--- src/hdl/egr_pkg.sv ---
// shared types, constants and the exponent root table for the gain rider
`default_nettype none
package egr_pkg;

	typedef struct packed {
		logic [24:0]        att_coeff;
		logic [24:0]        rel_coeff;
		logic signed [14:0] target_db;
		logic [16:0]        sens;
		logic [12:0]        range_db;
	} cfg_t;

	localparam logic [2:0] REG_ATTACK  = 3'd0;
	localparam logic [2:0] REG_RELEASE = 3'd1;
	localparam logic [2:0] REG_TARGET  = 3'd2;
	localparam logic [2:0] REG_SENS    = 3'd3;
	localparam logic [2:0] REG_RANGE   = 3'd4;

	localparam logic [24:0] COEFF_ONE   = 25'd16777216;
	localparam logic [23:0] GAIN_MAX    = 24'd16777215;
	localparam logic [23:0] GAIN_ONE    = 24'd1048576;
	localparam logic [39:0] ENV_FLOOR   = 40'd54975581;
	localparam logic [31:0] DB_PER_OCT  = 32'd394566;
	localparam logic [31:0] OCT_PER_DB  = 32'd2786635;
	localparam logic [30:0] Q30_ONE     = 31'd1073741824;

	localparam logic [24:0] ATT_RST    = 25'd6990;
	localparam logic [24:0] REL_RST    = 25'd3495;
	localparam logic [14:0] TARGET_RST = 15'h6E00;
	localparam logic [16:0] SENS_RST   = 17'd49152;
	localparam logic [12:0] RANGE_RST  = 13'd3072;

	typedef logic [30:0] root_tab_t [16];

	// floor integer square root, evaluated at elaboration only
	function automatic logic [63:0] isqrt_c(input logic [63:0] v_in);
		logic [63:0] v;
		logic [63:0] r;
		logic [63:0] b;
		v = v_in;
		r = 64'd0;
		b = 64'd1 << 62;
		for (int i = 0; i < 32; i++) begin
			if (v >= r + b) begin
				v = v - (r + b);
				r = (r >> 1) + b;
			end else begin
				r = r >> 1;
			end
			b = b >> 2;
		end
		return r;
	endfunction

	// chain of square roots of 2.0 in q1.30, entry k is 2^(1/2^(k+1))
	function automatic root_tab_t root_tab();
		root_tab_t   t;
		logic [63:0] r;
		r = 64'd2 << 30;
		for (int k = 0; k < 16; k++) begin
			r = isqrt_c(r << 30);
			t[k] = r[30:0];
		end
		return t;
	endfunction

	localparam root_tab_t ROOTS = root_tab();

endpackage
`default_nettype wire

--- src/hdl/envelope_gain_rider_top.sv ---
// top level of the envelope gain rider: stream ports, config registers, output register
// sequencing: all products go through the one shared multiplier, 16 squarings for the log
// and 16 root products for the exponent; the normalisation shifts 0 to 14 times
// input is refused while the sequencer runs; a result waits while the output register is full
// reset: arst_n clears state at once, envelope to zero, gain to 1.0, registers to defaults
`default_nettype none
module envelope_gain_rider_top #(
	parameter int SAMPLE_BITS = 24
) (
	input  wire logic                                    clk,
	input  wire logic                                    arst_n,
	// input stream
	input  wire logic                                    s_tvalid,
	output logic                                         s_tready,
	input  wire logic [((SAMPLE_BITS+7)/8)*8-1:0]        s_tdata,   // sample_in
	// result stream
	output logic                                         m_tvalid,
	input  wire logic                                    m_tready,
	output logic [((SAMPLE_BITS+24+7)/8)*8-1:0]          m_tdata,   // sample_out, gain_now
	// configuration writes
	input  wire logic                                    cfg_we,
	input  wire logic [2:0]                              cfg_addr,
	input  wire logic [24:0]                             cfg_wdata
);
	import egr_pkg::*;

	localparam int OUT_W = ((SAMPLE_BITS + 24 + 7) / 8) * 8;

	cfg_t cfg_q;

	// register writes, coefficients limited to one
	always_ff @(posedge clk or negedge arst_n) begin
		if (!arst_n) begin
			cfg_q.att_coeff <= ATT_RST;
			cfg_q.rel_coeff <= REL_RST;
			cfg_q.target_db <= TARGET_RST;
			cfg_q.sens      <= SENS_RST;
			cfg_q.range_db  <= RANGE_RST;
		end else if (cfg_we) begin
			unique case (cfg_addr)
				REG_ATTACK:  cfg_q.att_coeff <= (cfg_wdata > COEFF_ONE) ? COEFF_ONE : cfg_wdata;
				REG_RELEASE: cfg_q.rel_coeff <= (cfg_wdata > COEFF_ONE) ? COEFF_ONE : cfg_wdata;
				REG_TARGET:  cfg_q.target_db <= cfg_wdata[14:0];
				REG_SENS:    cfg_q.sens      <= cfg_wdata[16:0];
				REG_RANGE:   cfg_q.range_db  <= cfg_wdata[12:0];
				default: ;
			endcase
		end
	end

	logic                   busy;
	logic                   done;
	logic                   out_free;
	logic                   start;
	logic [SAMPLE_BITS-1:0] res_sample;
	logic [23:0]            res_gain;
	logic                   out_valid_q;
	logic [OUT_W-1:0]       out_data_q;

	// the output register lets a new item in while the last result waits
	assign out_free = !out_valid_q || m_tready;
	assign s_tready = !busy;
	assign start    = s_tvalid && s_tready;

	egr_core #(
		.SAMPLE_BITS (SAMPLE_BITS)
	) u_core (
		.clk        (clk),
		.arst_n     (arst_n),
		.start      (start),
		.sample     (s_tdata[SAMPLE_BITS-1:0]),
		.cfg        (cfg_q),
		.out_free   (out_free),
		.busy       (busy),
		.done       (done),
		.res_sample (res_sample),
		.res_gain   (res_gain)
	);

	always_ff @(posedge clk or negedge arst_n) begin
		if (!arst_n) begin
			out_valid_q <= 1'b0;
		end else if (done) begin
			out_valid_q <= 1'b1;
		end else if (m_tready) begin
			out_valid_q <= 1'b0;
		end
	end

	// result payload, gain above the sample
	always_ff @(posedge clk) begin
		if (done) begin
			out_data_q <= OUT_W'({res_gain, res_sample});
		end
	end

	assign m_tvalid = out_valid_q;
	assign m_tdata  = out_data_q;

	a_busy_after: assert property (@(posedge clk) disable iff (!arst_n)
		s_tvalid && s_tready |=> !s_tready)
		else $error("input taken while an item is in progress");

	a_done_valid: assert property (@(posedge clk) disable iff (!arst_n)
		done |=> m_tvalid)
		else $error("finished result not presented");

	a_done_busy: assert property (@(posedge clk) disable iff (!arst_n)
		done |-> busy)
		else $error("result without an item in progress");

endmodule
`default_nettype wire

--- src/hdl/egr_mul.sv ---
// shared unsigned 32x32 multiplier with registered product
`default_nettype none
module egr_mul (
	input  wire logic        clk,
	input  wire logic [31:0] a,
	input  wire logic [31:0] b,
	output logic      [63:0] p_q
);
	always_ff @(posedge clk) begin
		p_q <= a * b;
	end
endmodule
`default_nettype wire

--- src/hdl/egr_core.sv ---
// sequencer and datapath around the shared multiplier
`default_nettype none
module egr_core #(
	parameter int SAMPLE_BITS = 24
) (
	input  wire logic                   clk,
	input  wire logic                   arst_n,
	input  wire logic                   start,
	input  wire logic [SAMPLE_BITS-1:0] sample,
	input  wire egr_pkg::cfg_t          cfg,
	input  wire logic                   out_free,
	output logic                        busy,
	output logic                        done,
	output logic [SAMPLE_BITS-1:0]      res_sample,
	output logic [23:0]                 res_gain
);
	import egr_pkg::*;

	localparam int LVL_SHIFT = 40 - SAMPLE_BITS;
	localparam logic [36:0] HALF = 37'(1) << (SAMPLE_BITS - 1);

	localparam logic [4:0] S_IDLE    = 5'd0;
	localparam logic [4:0] S_ENV_LO  = 5'd1;
	localparam logic [4:0] S_ENV_HI  = 5'd2;
	localparam logic [4:0] S_ENV_UPD = 5'd3;
	localparam logic [4:0] S_FLOOR   = 5'd4;
	localparam logic [4:0] S_NORM    = 5'd5;
	localparam logic [4:0] S_SQ      = 5'd6;
	localparam logic [4:0] S_SQ_R    = 5'd7;
	localparam logic [4:0] S_DB      = 5'd8;
	localparam logic [4:0] S_DB_R    = 5'd9;
	localparam logic [4:0] S_SENS    = 5'd10;
	localparam logic [4:0] S_SENS_R  = 5'd11;
	localparam logic [4:0] S_EXP     = 5'd12;
	localparam logic [4:0] S_EXP_R   = 5'd13;
	localparam logic [4:0] S_ROOT    = 5'd14;
	localparam logic [4:0] S_ROOT_R  = 5'd15;
	localparam logic [4:0] S_GAIN    = 5'd16;
	localparam logic [4:0] S_GSM     = 5'd17;
	localparam logic [4:0] S_GSM_R   = 5'd18;
	localparam logic [4:0] S_OUT     = 5'd19;
	localparam logic [4:0] S_OUT_R   = 5'd20;

	logic [4:0]             state_q;
	logic [39:0]            env_q;
	logic [23:0]            gain_q;
	logic [SAMPLE_BITS-1:0] mag_q;
	logic                   neg_q;
	logic [39:0]            diff_q;
	logic                   up_q;
	logic [24:0]            coef_q;
	logic [44:0]            acc_q;
	logic [39:0]            norm_q;
	logic [5:0]             cnt_q;
	logic [30:0]            m_q;
	logic [15:0]            frac_q;
	logic [3:0]             k_q;
	logic [17:0]            dm_q;
	logic                   dneg_q;
	logic [12:0]            sm_q;
	logic [15:0]            ef_q;
	logic [4:0]             n_q;

	logic [31:0] mul_a;
	logic [31:0] mul_b;
	logic [63:0] p;

	egr_mul u_mul (
		.clk (clk),
		.a   (mul_a),
		.b   (mul_b),
		.p_q (p)
	);

	// operand selection for the shared multiplier
	always_comb begin
		mul_a = '0;
		mul_b = '0;
		unique case (state_q)
			S_ENV_LO: begin
				mul_a = 32'(coef_q);
				mul_b = 32'(diff_q[19:0]);
			end
			S_ENV_HI: begin
				mul_a = 32'(coef_q);
				mul_b = 32'(diff_q[39:20]);
			end
			S_SQ: begin
				mul_a = 32'(m_q);
				mul_b = 32'(m_q);
			end
			S_DB: begin
				mul_a = 32'({cnt_q, 16'd0} - {6'd0, frac_q});
				mul_b = DB_PER_OCT;
			end
			S_SENS: begin
				mul_a = 32'(dm_q);
				mul_b = 32'(cfg.sens);
			end
			S_EXP: begin
				mul_a = 32'(sm_q);
				mul_b = OCT_PER_DB;
			end
			S_ROOT: begin
				mul_a = 32'(m_q);
				mul_b = ef_q[4'd15 - k_q] ? 32'(ROOTS[k_q]) : 32'(Q30_ONE);
			end
			S_GSM: begin
				mul_a = 32'(cfg.att_coeff);
				mul_b = 32'(diff_q[23:0]);
			end
			S_OUT, S_OUT_R: begin
				mul_a = 32'(mag_q);
				mul_b = 32'(gain_q);
			end
			default: begin
				mul_a = '0;
				mul_b = '0;
			end
		endcase
	end

	// per-state datapath values
	logic [SAMPLE_BITS-1:0] in_mag;
	logic [39:0]            lvl;
	logic [63:0]            env_sum;
	logic [39:0]            env_step;
	logic [31:0]            sq_t;
	logic [47:0]            db_sum;
	logic [15:0]            dbm;
	logic signed [17:0]     d_w;
	logic [18:0]            smv;
	logic [35:0]            e_sum;
	logic [19:0]            em;
	logic [20:0]            e_w;
	logic signed [5:0]      s_w;
	logic [30:0]            g_sh;
	logic [23:0]            tg;
	logic [63:0]            o_sum;
	logic [36:0]            prod;

	always_comb begin
		in_mag   = sample[SAMPLE_BITS-1] ? SAMPLE_BITS'(-sample) : sample;
		lvl      = 40'(in_mag) << LVL_SHIFT;
		env_sum  = {p[43:0], 20'd0} + 64'(acc_q);
		env_step = env_sum[63:24];
		sq_t     = p[61:30];
		db_sum   = p[47:0] + 48'(1 << 23);
		dbm      = db_sum[39:24];
		d_w      = 18'(cfg.target_db) + $signed({2'b00, dbm});
		smv      = p[34:16];
		e_sum    = p[35:0] + 36'd32768;
		em       = e_sum[35:16];
		e_w      = dneg_q ? 21'(-{1'b0, em}) : {1'b0, em};
		s_w      = 6'sd10 - $signed({n_q[4], n_q});
		g_sh     = m_q >> s_w[4:0];
		if (s_w < 0) begin
			tg = GAIN_MAX;
		end else if (g_sh > 31'(GAIN_MAX)) begin
			tg = GAIN_MAX;
		end else begin
			tg = g_sh[23:0];
		end
		o_sum = p + 64'(1 << 19);
		prod  = o_sum[56:20];
		if (neg_q) begin
			res_sample = SAMPLE_BITS'(-((prod > HALF) ? HALF : prod));
		end else begin
			res_sample = SAMPLE_BITS'((prod > HALF - 37'd1) ? HALF - 37'd1 : prod);
		end
	end

	assign res_gain = gain_q;
	assign busy     = state_q != S_IDLE;
	assign done     = state_q == S_OUT_R && out_free;

	always_ff @(posedge clk or negedge arst_n) begin
		if (!arst_n) begin
			state_q <= S_IDLE;
			env_q   <= '0;
			gain_q  <= GAIN_ONE;
		end else begin
			unique case (state_q)
				S_IDLE: begin
					if (start) begin
						mag_q  <= in_mag;
						neg_q  <= sample[SAMPLE_BITS-1];
						up_q   <= lvl > env_q;
						diff_q <= (lvl > env_q) ? lvl - env_q : env_q - lvl;
						coef_q <= (lvl > env_q) ? cfg.att_coeff : cfg.rel_coeff;
						state_q <= S_ENV_LO;
					end
				end
				S_ENV_LO: state_q <= S_ENV_HI;
				S_ENV_HI: begin
					acc_q   <= p[44:0];
					state_q <= S_ENV_UPD;
				end
				S_ENV_UPD: begin
					env_q   <= up_q ? env_q + env_step : env_q - env_step;
					state_q <= S_FLOOR;
				end
				S_FLOOR: begin
					norm_q  <= (env_q < ENV_FLOOR) ? ENV_FLOOR : env_q;
					cnt_q   <= '0;
					state_q <= S_NORM;
				end
				S_NORM: begin
					if (norm_q[39]) begin
						m_q     <= norm_q[39:9];
						frac_q  <= '0;
						k_q     <= '0;
						state_q <= S_SQ;
					end else begin
						norm_q <= norm_q << 1;
						cnt_q  <= cnt_q + 6'd1;
					end
				end
				S_SQ: state_q <= S_SQ_R;
				S_SQ_R: begin
					frac_q  <= {frac_q[14:0], sq_t[31]};
					m_q     <= sq_t[31] ? sq_t[31:1] : sq_t[30:0];
					k_q     <= k_q + 4'd1;
					state_q <= (k_q == 4'd15) ? S_DB : S_SQ;
				end
				S_DB: state_q <= S_DB_R;
				S_DB_R: begin
					dneg_q  <= d_w < 0;
					dm_q    <= (d_w < 0) ? 18'(-d_w) : 18'(d_w);
					state_q <= S_SENS;
				end
				S_SENS: state_q <= S_SENS_R;
				S_SENS_R: begin
					sm_q    <= (smv > 19'(cfg.range_db)) ? cfg.range_db : smv[12:0];
					state_q <= S_EXP;
				end
				S_EXP: state_q <= S_EXP_R;
				S_EXP_R: begin
					n_q     <= e_w[20:16];
					ef_q    <= e_w[15:0];
					m_q     <= Q30_ONE;
					k_q     <= '0;
					state_q <= S_ROOT;
				end
				S_ROOT: state_q <= S_ROOT_R;
				S_ROOT_R: begin
					m_q     <= p[60:30];
					k_q     <= k_q + 4'd1;
					state_q <= (k_q == 4'd15) ? S_GAIN : S_ROOT;
				end
				S_GAIN: begin
					up_q    <= tg > gain_q;
					diff_q  <= 40'((tg > gain_q) ? tg - gain_q : gain_q - tg);
					state_q <= S_GSM;
				end
				S_GSM: state_q <= S_GSM_R;
				S_GSM_R: begin
					gain_q  <= up_q ? gain_q + p[47:24] : gain_q - p[47:24];
					state_q <= S_OUT;
				end
				S_OUT: state_q <= S_OUT_R;
				S_OUT_R: begin
					if (out_free) begin
						state_q <= S_IDLE;
					end
				end
				default: state_q <= S_IDLE;
			endcase
		end
	end

	a_start_idle: assert property (@(posedge clk) disable iff (!arst_n)
		start && !busy |=> state_q == S_ENV_LO)
		else $error("item start did not enter the envelope step");

	a_done_free: assert property (@(posedge clk) disable iff (!arst_n)
		done |-> out_free)
		else $error("result finished while output register full");

	a_norm_range: assert property (@(posedge clk) disable iff (!arst_n)
		state_q == S_NORM |-> cnt_q <= 6'd15)
		else $error("normalisation ran past the envelope floor");

endmodule
`default_nettype wire

--- config.mk ---
export PLATFORM = sky130hd
export DESIGN_NAME = envelope_gain_rider_top
export DESIGN_NICKNAME = d
export VERILOG_FILES = /design/src/hdl/egr_pkg.sv /design/src/hdl/envelope_gain_rider_top.sv /design/src/hdl/egr_mul.sv /design/src/hdl/egr_core.sv
export SDC_FILE = /design/constraint.sdc
export NUM_CORES = 2
export LEC_CHECK = 0
export BUFFER_PORTS_ARGS = -buffer_cell sky130_fd_sc_hd__buf_2
export CAP_MARGIN = 40
export CORE_MARGIN = 5
export CORE_UTILIZATION = 55
export DETAILED_ROUTE_END_ITERATION = 8
export PLACE_DENSITY_LB_ADDON = 0.1
export SKIP_CTS_REPAIR_TIMING = 1
export SYNTH_ARGS = -nofsm -noshare
export SYNTH_HDL_FRONTEND = slang
export SYNTH_SLANG_ARGS = --single-unit
--- constraint.sdc ---
create_clock -name clk -period 16.46 [get_ports clk]
set_clock_uncertainty 0.05 [all_clocks]
set_input_delay 2.469 -clock clk [delete_from_list [all_inputs] [get_ports clk]]
set_output_delay 2.469 -clock clk [all_outputs]
set_load 0.01 [all_outputs]
==> Yosys cells after proc, flatten, opt, wreduce, memory -nomap -nowiden <==
Memories as Yosys holds them, arrays and structs flattened.
Cells that the tools add are included.
{ "word_totals": {"out_inout_bits": 50, "input_bits": 57, "memories": 1, "mem_bits_ro": 496, "register_bits": 561} }
{ "classes": {"shifts": 1, "muxes": 46, "bitwise": 1, "n_addsub": 22, "n_mul": 1, "eq_ne": 29, "reduce_logical": 35, "magnitude_cmp": 12} }
{ "mem_list": {"columns": ["name", "depth", "word_bits", "read_ports", "rd_clocked_by_memory_dff", "write_ports", "line", "source"], "rows": [
  ["(name not given)", 16, 31, 1, 0, 0, "egr_core.sv:106", "mul_b = ef_q[4'd15 - k_q] ? 32'(ROOTS[k_q]) : 32'(Q30_ONE);"]
]} }
{ "op_table": {"columns": ["cell", "n"], "rows": [
  ["32-bit case mux with 9 select lines", 1],
  ["40-bit 2-to-1 mux", 6],
  ["32-bit case mux with 7 select lines", 1],
  ["24-bit 2-to-1 mux", 7],
  ["40-bit case mux with 2 select lines", 2],
  ["31-bit 2-to-1 mux", 5],
  ["31-bit case mux with 4 select lines", 1],
  ["40-bit subtractor", 3],
  ["5-bit case mux with 21 select lines", 1],
  ["64-bit by 45-bit adder with 64-bit output", 1],
  ["32-bit by 32-bit multiplier with 62-bit output", 1],
  ["57-bit by 20-bit adder with 57-bit output, second input constant", 1],
  ["25-bit 2-to-1 mux", 2],
  ["24-bit by 24-bit subtractor with 25-bit output", 2],
  ["24-bit negation", 2],
  ["40-bit by 24-bit adder with 40-bit output, second input constant", 1],
  ["40-bit adder", 1],
  ["5-bit by 4-bit == test with 1-bit output, second input constant", 8],
  ["40-bit > comparator", 1],
  ["40-bit by 26-bit < comparator with 1-bit output, second input constant", 1],
  ["37-bit by 23-bit > comparator with 1-bit output, second input constant", 1],
  ["37-bit by 24-bit > comparator with 1-bit output, second input constant", 1],
  ["36-bit by 16-bit adder with 36-bit output, second input constant", 1],
  ["16-bit case mux with 2 select lines", 1],
  ["54 further kinds", 95]
]} }

==> Depth between registers and ports, before layout <==
{ "logic_depth": {"word_depth": 8, "depth_mapped": 42, "mapped_depth_nobuf": 40} }

==> Cells and area by module <==
A second synthesis with hierarchy kept.
{ "unflattened": {"hier_cells": 8091, "area_unflattened_um2": 73576.8} }
{ "modules_own_cells": {"columns": ["module", "n_inst", "seq_area_each_um2", "area_per_inst_um2", "cells_each"], "rows": [
  ["egr_mul", 1, 1281.2, 34853.4, 3797],
  ["egr_core", 1, 9715.6, 33432.1, 4011],
  ["envelope_gain_rider_top", 1, 3875.0, 5291.3, 283]
]} }

==> Least setup slack after synthesis <==
OpenSTA, ideal clock, no wires.
{ "synth_timing": {"path_type": "reg2reg", "from": "reg u_core.frac_q[11]", "to": "reg u_core.u_mul.p_q[61]", "required_ns": 16.348, "arrival_time_ns": 9.723, "n_path_buf": 2, "setup_slack_ns": 6.625, "path_stages_with_launch": 36, "path_cell_list": "edfxtp_1 or4_1 or3_1 or3_1 nand2_1 nor3_1 xnor2_1 nor2_1 a2111oi_0 clkbuf_1 nor2_1 fa_1 inv_1 fa_1 fa_1 fa_1 inv_1 fa_1 fa_1 fa_1 inv_1 fa_1 inv_1 ha_1 clkbuf_1 a21oi_1 o21ai_0 a21oi_1 o21ai_0 a211oi_1 o41ai_1 a21o_1 a311o_1 a21oi_1 or4_1 nand3_1"} }
{ "synth_between": {"elab_chain_len": 3} }
{ "synth_lines": {"columns": ["element", "line", "source"], "rows": [
  ["start: declaration", "egr_core.sv:56", "logic [15:0] frac_q;"],
  ["start signal: assignment", "egr_core.sv:221", "frac_q <= {frac_q[14:0], sq_t[31]};"],
  ["22-bit by 16-bit subtractor with 23-bit output", "egr_core.sv:93", "mul_a = 32'({cnt_q, 16'd0} - {6'd0, frac_q});"],
  ["32-bit case mux with 7 select lines", "egr_core.sv:79", "unique case (state_q)"],
  ["32-bit by 32-bit multiplier with 62-bit output", "egr_mul.sv:10", "p_q <= a * b;"],
  ["end signal: assignment", "egr_mul.sv:10", null],
  ["end: declaration", "egr_mul.sv:7", "output logic [63:0] p_q"]
]} }
Every way passes these cells.
A chain may end at the register's enable or synchronous reset.

==> Worst setup path in the final report <==
{ "layout_timing": {"from": "reg u_core.state_q[0]", "to": "reg u_core.u_mul.p_q[57]"} }
{ "layout_between": {"elab_chain_len": 4, "word_cells_on_any_way": 16, "classes_between": "mul (1); eq/ne (10); mux (2); reduce/logical (3)"} }
{ "layout_lines": {"columns": ["element", "line", "source"], "rows": [
  ["start: declaration", "egr_core.sv:44", "logic [4:0] state_q;"],
  ["start signal: assignment", "egr_core.sv:224", "state_q <= (k_q == 4'd15) ? S_DB : S_SQ;"],
  ["start signal: assignment", "egr_core.sv:249", "state_q <= (k_q == 4'd15) ? S_GAIN : S_ROOT;"],
  ["5-bit == test, or another cell as far along", "egr_core.sv:79", null],
  ["2-bit OR reduction, on equally long branches", null, null],
  ["32-bit case mux with 9 select lines / 32-bit case mux with 7 select lines (equally long branches)", "egr_core.sv:79", null],
  ["32-bit by 32-bit multiplier with 62-bit output (*)", "egr_mul.sv:10", null]
]} }
Mark *: on every way between the ends. The rest lies on a longest branch, timed or not.

==> run metrics <==
status finished, violations left; failing checks DRC; initial antenna violation count 11; placed cell area 0.07489 mm²; Worst-Skew Late Latency 680 ps; Ys Warns 0; commonest non-fill, non-tap cell in the layout inv_1; Critical Path Source Type register; CTS Buf Count 60; TNS Setup 0 ps; CTS Sinks 541; number of synthesized flops with an enable pin 314; Synth area leaders fa_1 24%, edfxtp_1 13%, ha_1 8.9%; Max Slew Vio Count 0; Crit Path Category reg -> reg; Worst Path Arrival 11820 ps; total track usage 0.4183; fmax 88.31 MHz; # setup viols final 0; IO Port Bufs 106; Hold/Removal Path Class reg -> reg; maximum clock path buffer count 3; P&R area growth vs syn 7.749%; crit end category register; I/O Pins 107; die extent in x 370.6 µm; GR Overflow Total 0; WL/cell 28.81 µm; Starting DRT DRC Count 7041; first-pass GRT wire length 418400 µm; number of remaining DRC errors 16; top-area cell type share of the netlist area 0.2438; antenna viol nets, final 0; leading area contributor after synthesis fa_1; Row Count 132; Yosys reg bits 541; depth of the CTS H-tree 2; fin area 0.07707 mm²; sequential share of the synthesized area 0.2074; Syn Std Cell Area 0.07153 mm²; Critical Path RT 16960 ps; actual slew at the worst max-slew pin 1292 ps; nets 9628; Final Hold Fails 0; RSZ-0062 raised after global routing false; CP Max Fanout 33; GP Congestion 1.031; most frequent cells in the layout 1264 x inv_1, 1042 x nand2_1, 871 x fa_1, 803 x nor2_1, 511 x ha_1; Cells after Synth 8223; Final Critical Period 11320 ps; Synth async-reset ratio 0.3050; Crit-path slowest cell a22o_1; clk slew on worst S/H paths 60 ps; layout cells sized above 1 0.07778; largest net degree at the start of global routing 141; syn_area_per_cell 8.699 µm²; Starting Density 0.5531; vias per cell 6.225; DIE HEIGHT 370.6 µm; Final HPWL DP 223000 µm; hold_ws 436.9 ps; drt pass-1 iters 9; area of the core 0.1293 mm²; largest stage delay on the critical path 790 ps; Max-slew headroom 0.1389; most used flip-flop cell after synthesis edfxtp_1; Vias 62220; Final Core Density 0.5960; CTS tree done; Root Buffer clkbuf_16; max_cap viols 0; Tcrit/Tclk final 0.6880; Distinct cells, synth 102; Routed WL 287900 µm; vias in the first global route 61990; CP most frequent cell fa_1; area of the die 0.1374 mm²; fill count 11750
## worst max-delay path: cells and delay by family (launching register included)
family | cells | cell delay [ps]
flip-flops | 1 | 510
adder cells (fa/ha/maj) | 9 | 4660
AND/OR/NAND/NOR | 8 | 2050
XOR/XNOR | 1 | 170
AO/OA/AOI/OAI | 10 | 3110
buffers and inverters | 4 | 620
## flip-flops by register name, indices dropped and copies added (netlist names)
register,flops
u_core.acc_q,25
u_core.env_q,40
u_core.neg_q,1
u_core.k_q,4
u_core.diff_q,40
u_core.n_q,5
u_core.cnt_q,6
m_tdata,48
u_core.coef_q,25
u_core.ef_q,16
u_core.m_q,31
u_core.mag_q,24
cfg_q,95
u_core.res_gain,24
u_core.u_mul.p_q,62
u_core.dneg_q,1
u_core.state_q,5
u_core.dm_q,18
m_tvalid,1
u_core.sm_q,13
u_core.frac_q,16
u_core.norm_q,40
u_core.up_q,1
## layout make-up
cell class              count  area, µm²  area share
flip-flops and latches    541      14830      0.1924
multi-input cells        6003      50850      0.6598
diodes                     11      27.53   0.0003572
repair buffers            317       2290     0.02971
clock inverters            48      606.8    0.007874
inverters                1266       4752     0.06166
clock buffers              66       1534     0.01990
well taps                1742       2180     0.02828
## per-stage QoR
step / cells / setup slack (ps)
after CTS: 9982 / 5253
after global routing: 9984 / 4575
final: 9994 / 5136
after global placement: 9850 / 5313
after floorplan: 8244 / 6625
after detailed placement: 9868 / 5266
## Yosys cell counts, types with 28 or more instances
cell      count
nand4_1      60
nand2b_1     89
mux2_2       60
nor2_1      804
a222oi_1     50
a221oi_1     30
and2_1       63
o21bai_1     52
and3_1       73
dfxtp_1      62
nor2b_1      40
a31oi_1      52
xnor2_1     238
nor4_1       38
a211oi_1     64
ha_1        511
fa_1        871
nand3_1     114
nand3b_1     28
inv_1      1264
mux2i_1      59
edfxtp_1    314
dfrtp_1     139
nand2_1    1042
clkbuf_1    390
or3_1        39
nor3_1      114
o21ai_0     352
a22o_1       31
a21o_1      165
a22oi_1      56
o21a_1       38
a21oi_1     323
xor2_1      175
## logic make-up after synthesis
logic type	Yosys count	synth area share
and+or+nand+nor	2583	0.1599
buffers and inverters	1700	0.08961
AOI/OAI and AO/OA	1472	0.1382
adders and majority gates	1382	0.3332
DFF	541	0.2074
xor gates and xnor gates	413	0.05057
muxes	130	0.02117
other	2	0.0001050
## layer usage
metal	up-vias	wire [µm]	GRT usage
li1	26930	-	-
met1	30890	105800	0.5218
met2	3469	126600	0.6457
met3	932	28800	0.08959
met4	0	26750	0.3030
met5	-	0	0
## path summary, 6_finish.rpt
| check | to | cells past startpoint | startpoint | slack (ps) |
|---|---|---|---|---|
| worst max-delay path | u_core.u_mul.p_q[57] | 32 | u_core.state_q[0] | 5140 |
| worst min-delay path | cfg_q[60] | 2 | cfg_q[60] | 440 |
| worst max register to register | u_core.u_mul.p_q[57] | 32 | u_core.state_q[0] | 5140 |
| worst min register to register | cfg_q[60] | 2 | cfg_q[60] | 440 |
| max in group asynchronous | cfg_q[92] | 2 | arst_n | 13360 |
| min in group asynchronous | cfg_q[30] | 1 | arst_n | 1700 |
Power is not shown: default switching activity piles up to over one toggle a cycle in this logic, so the estimate is an artifact.
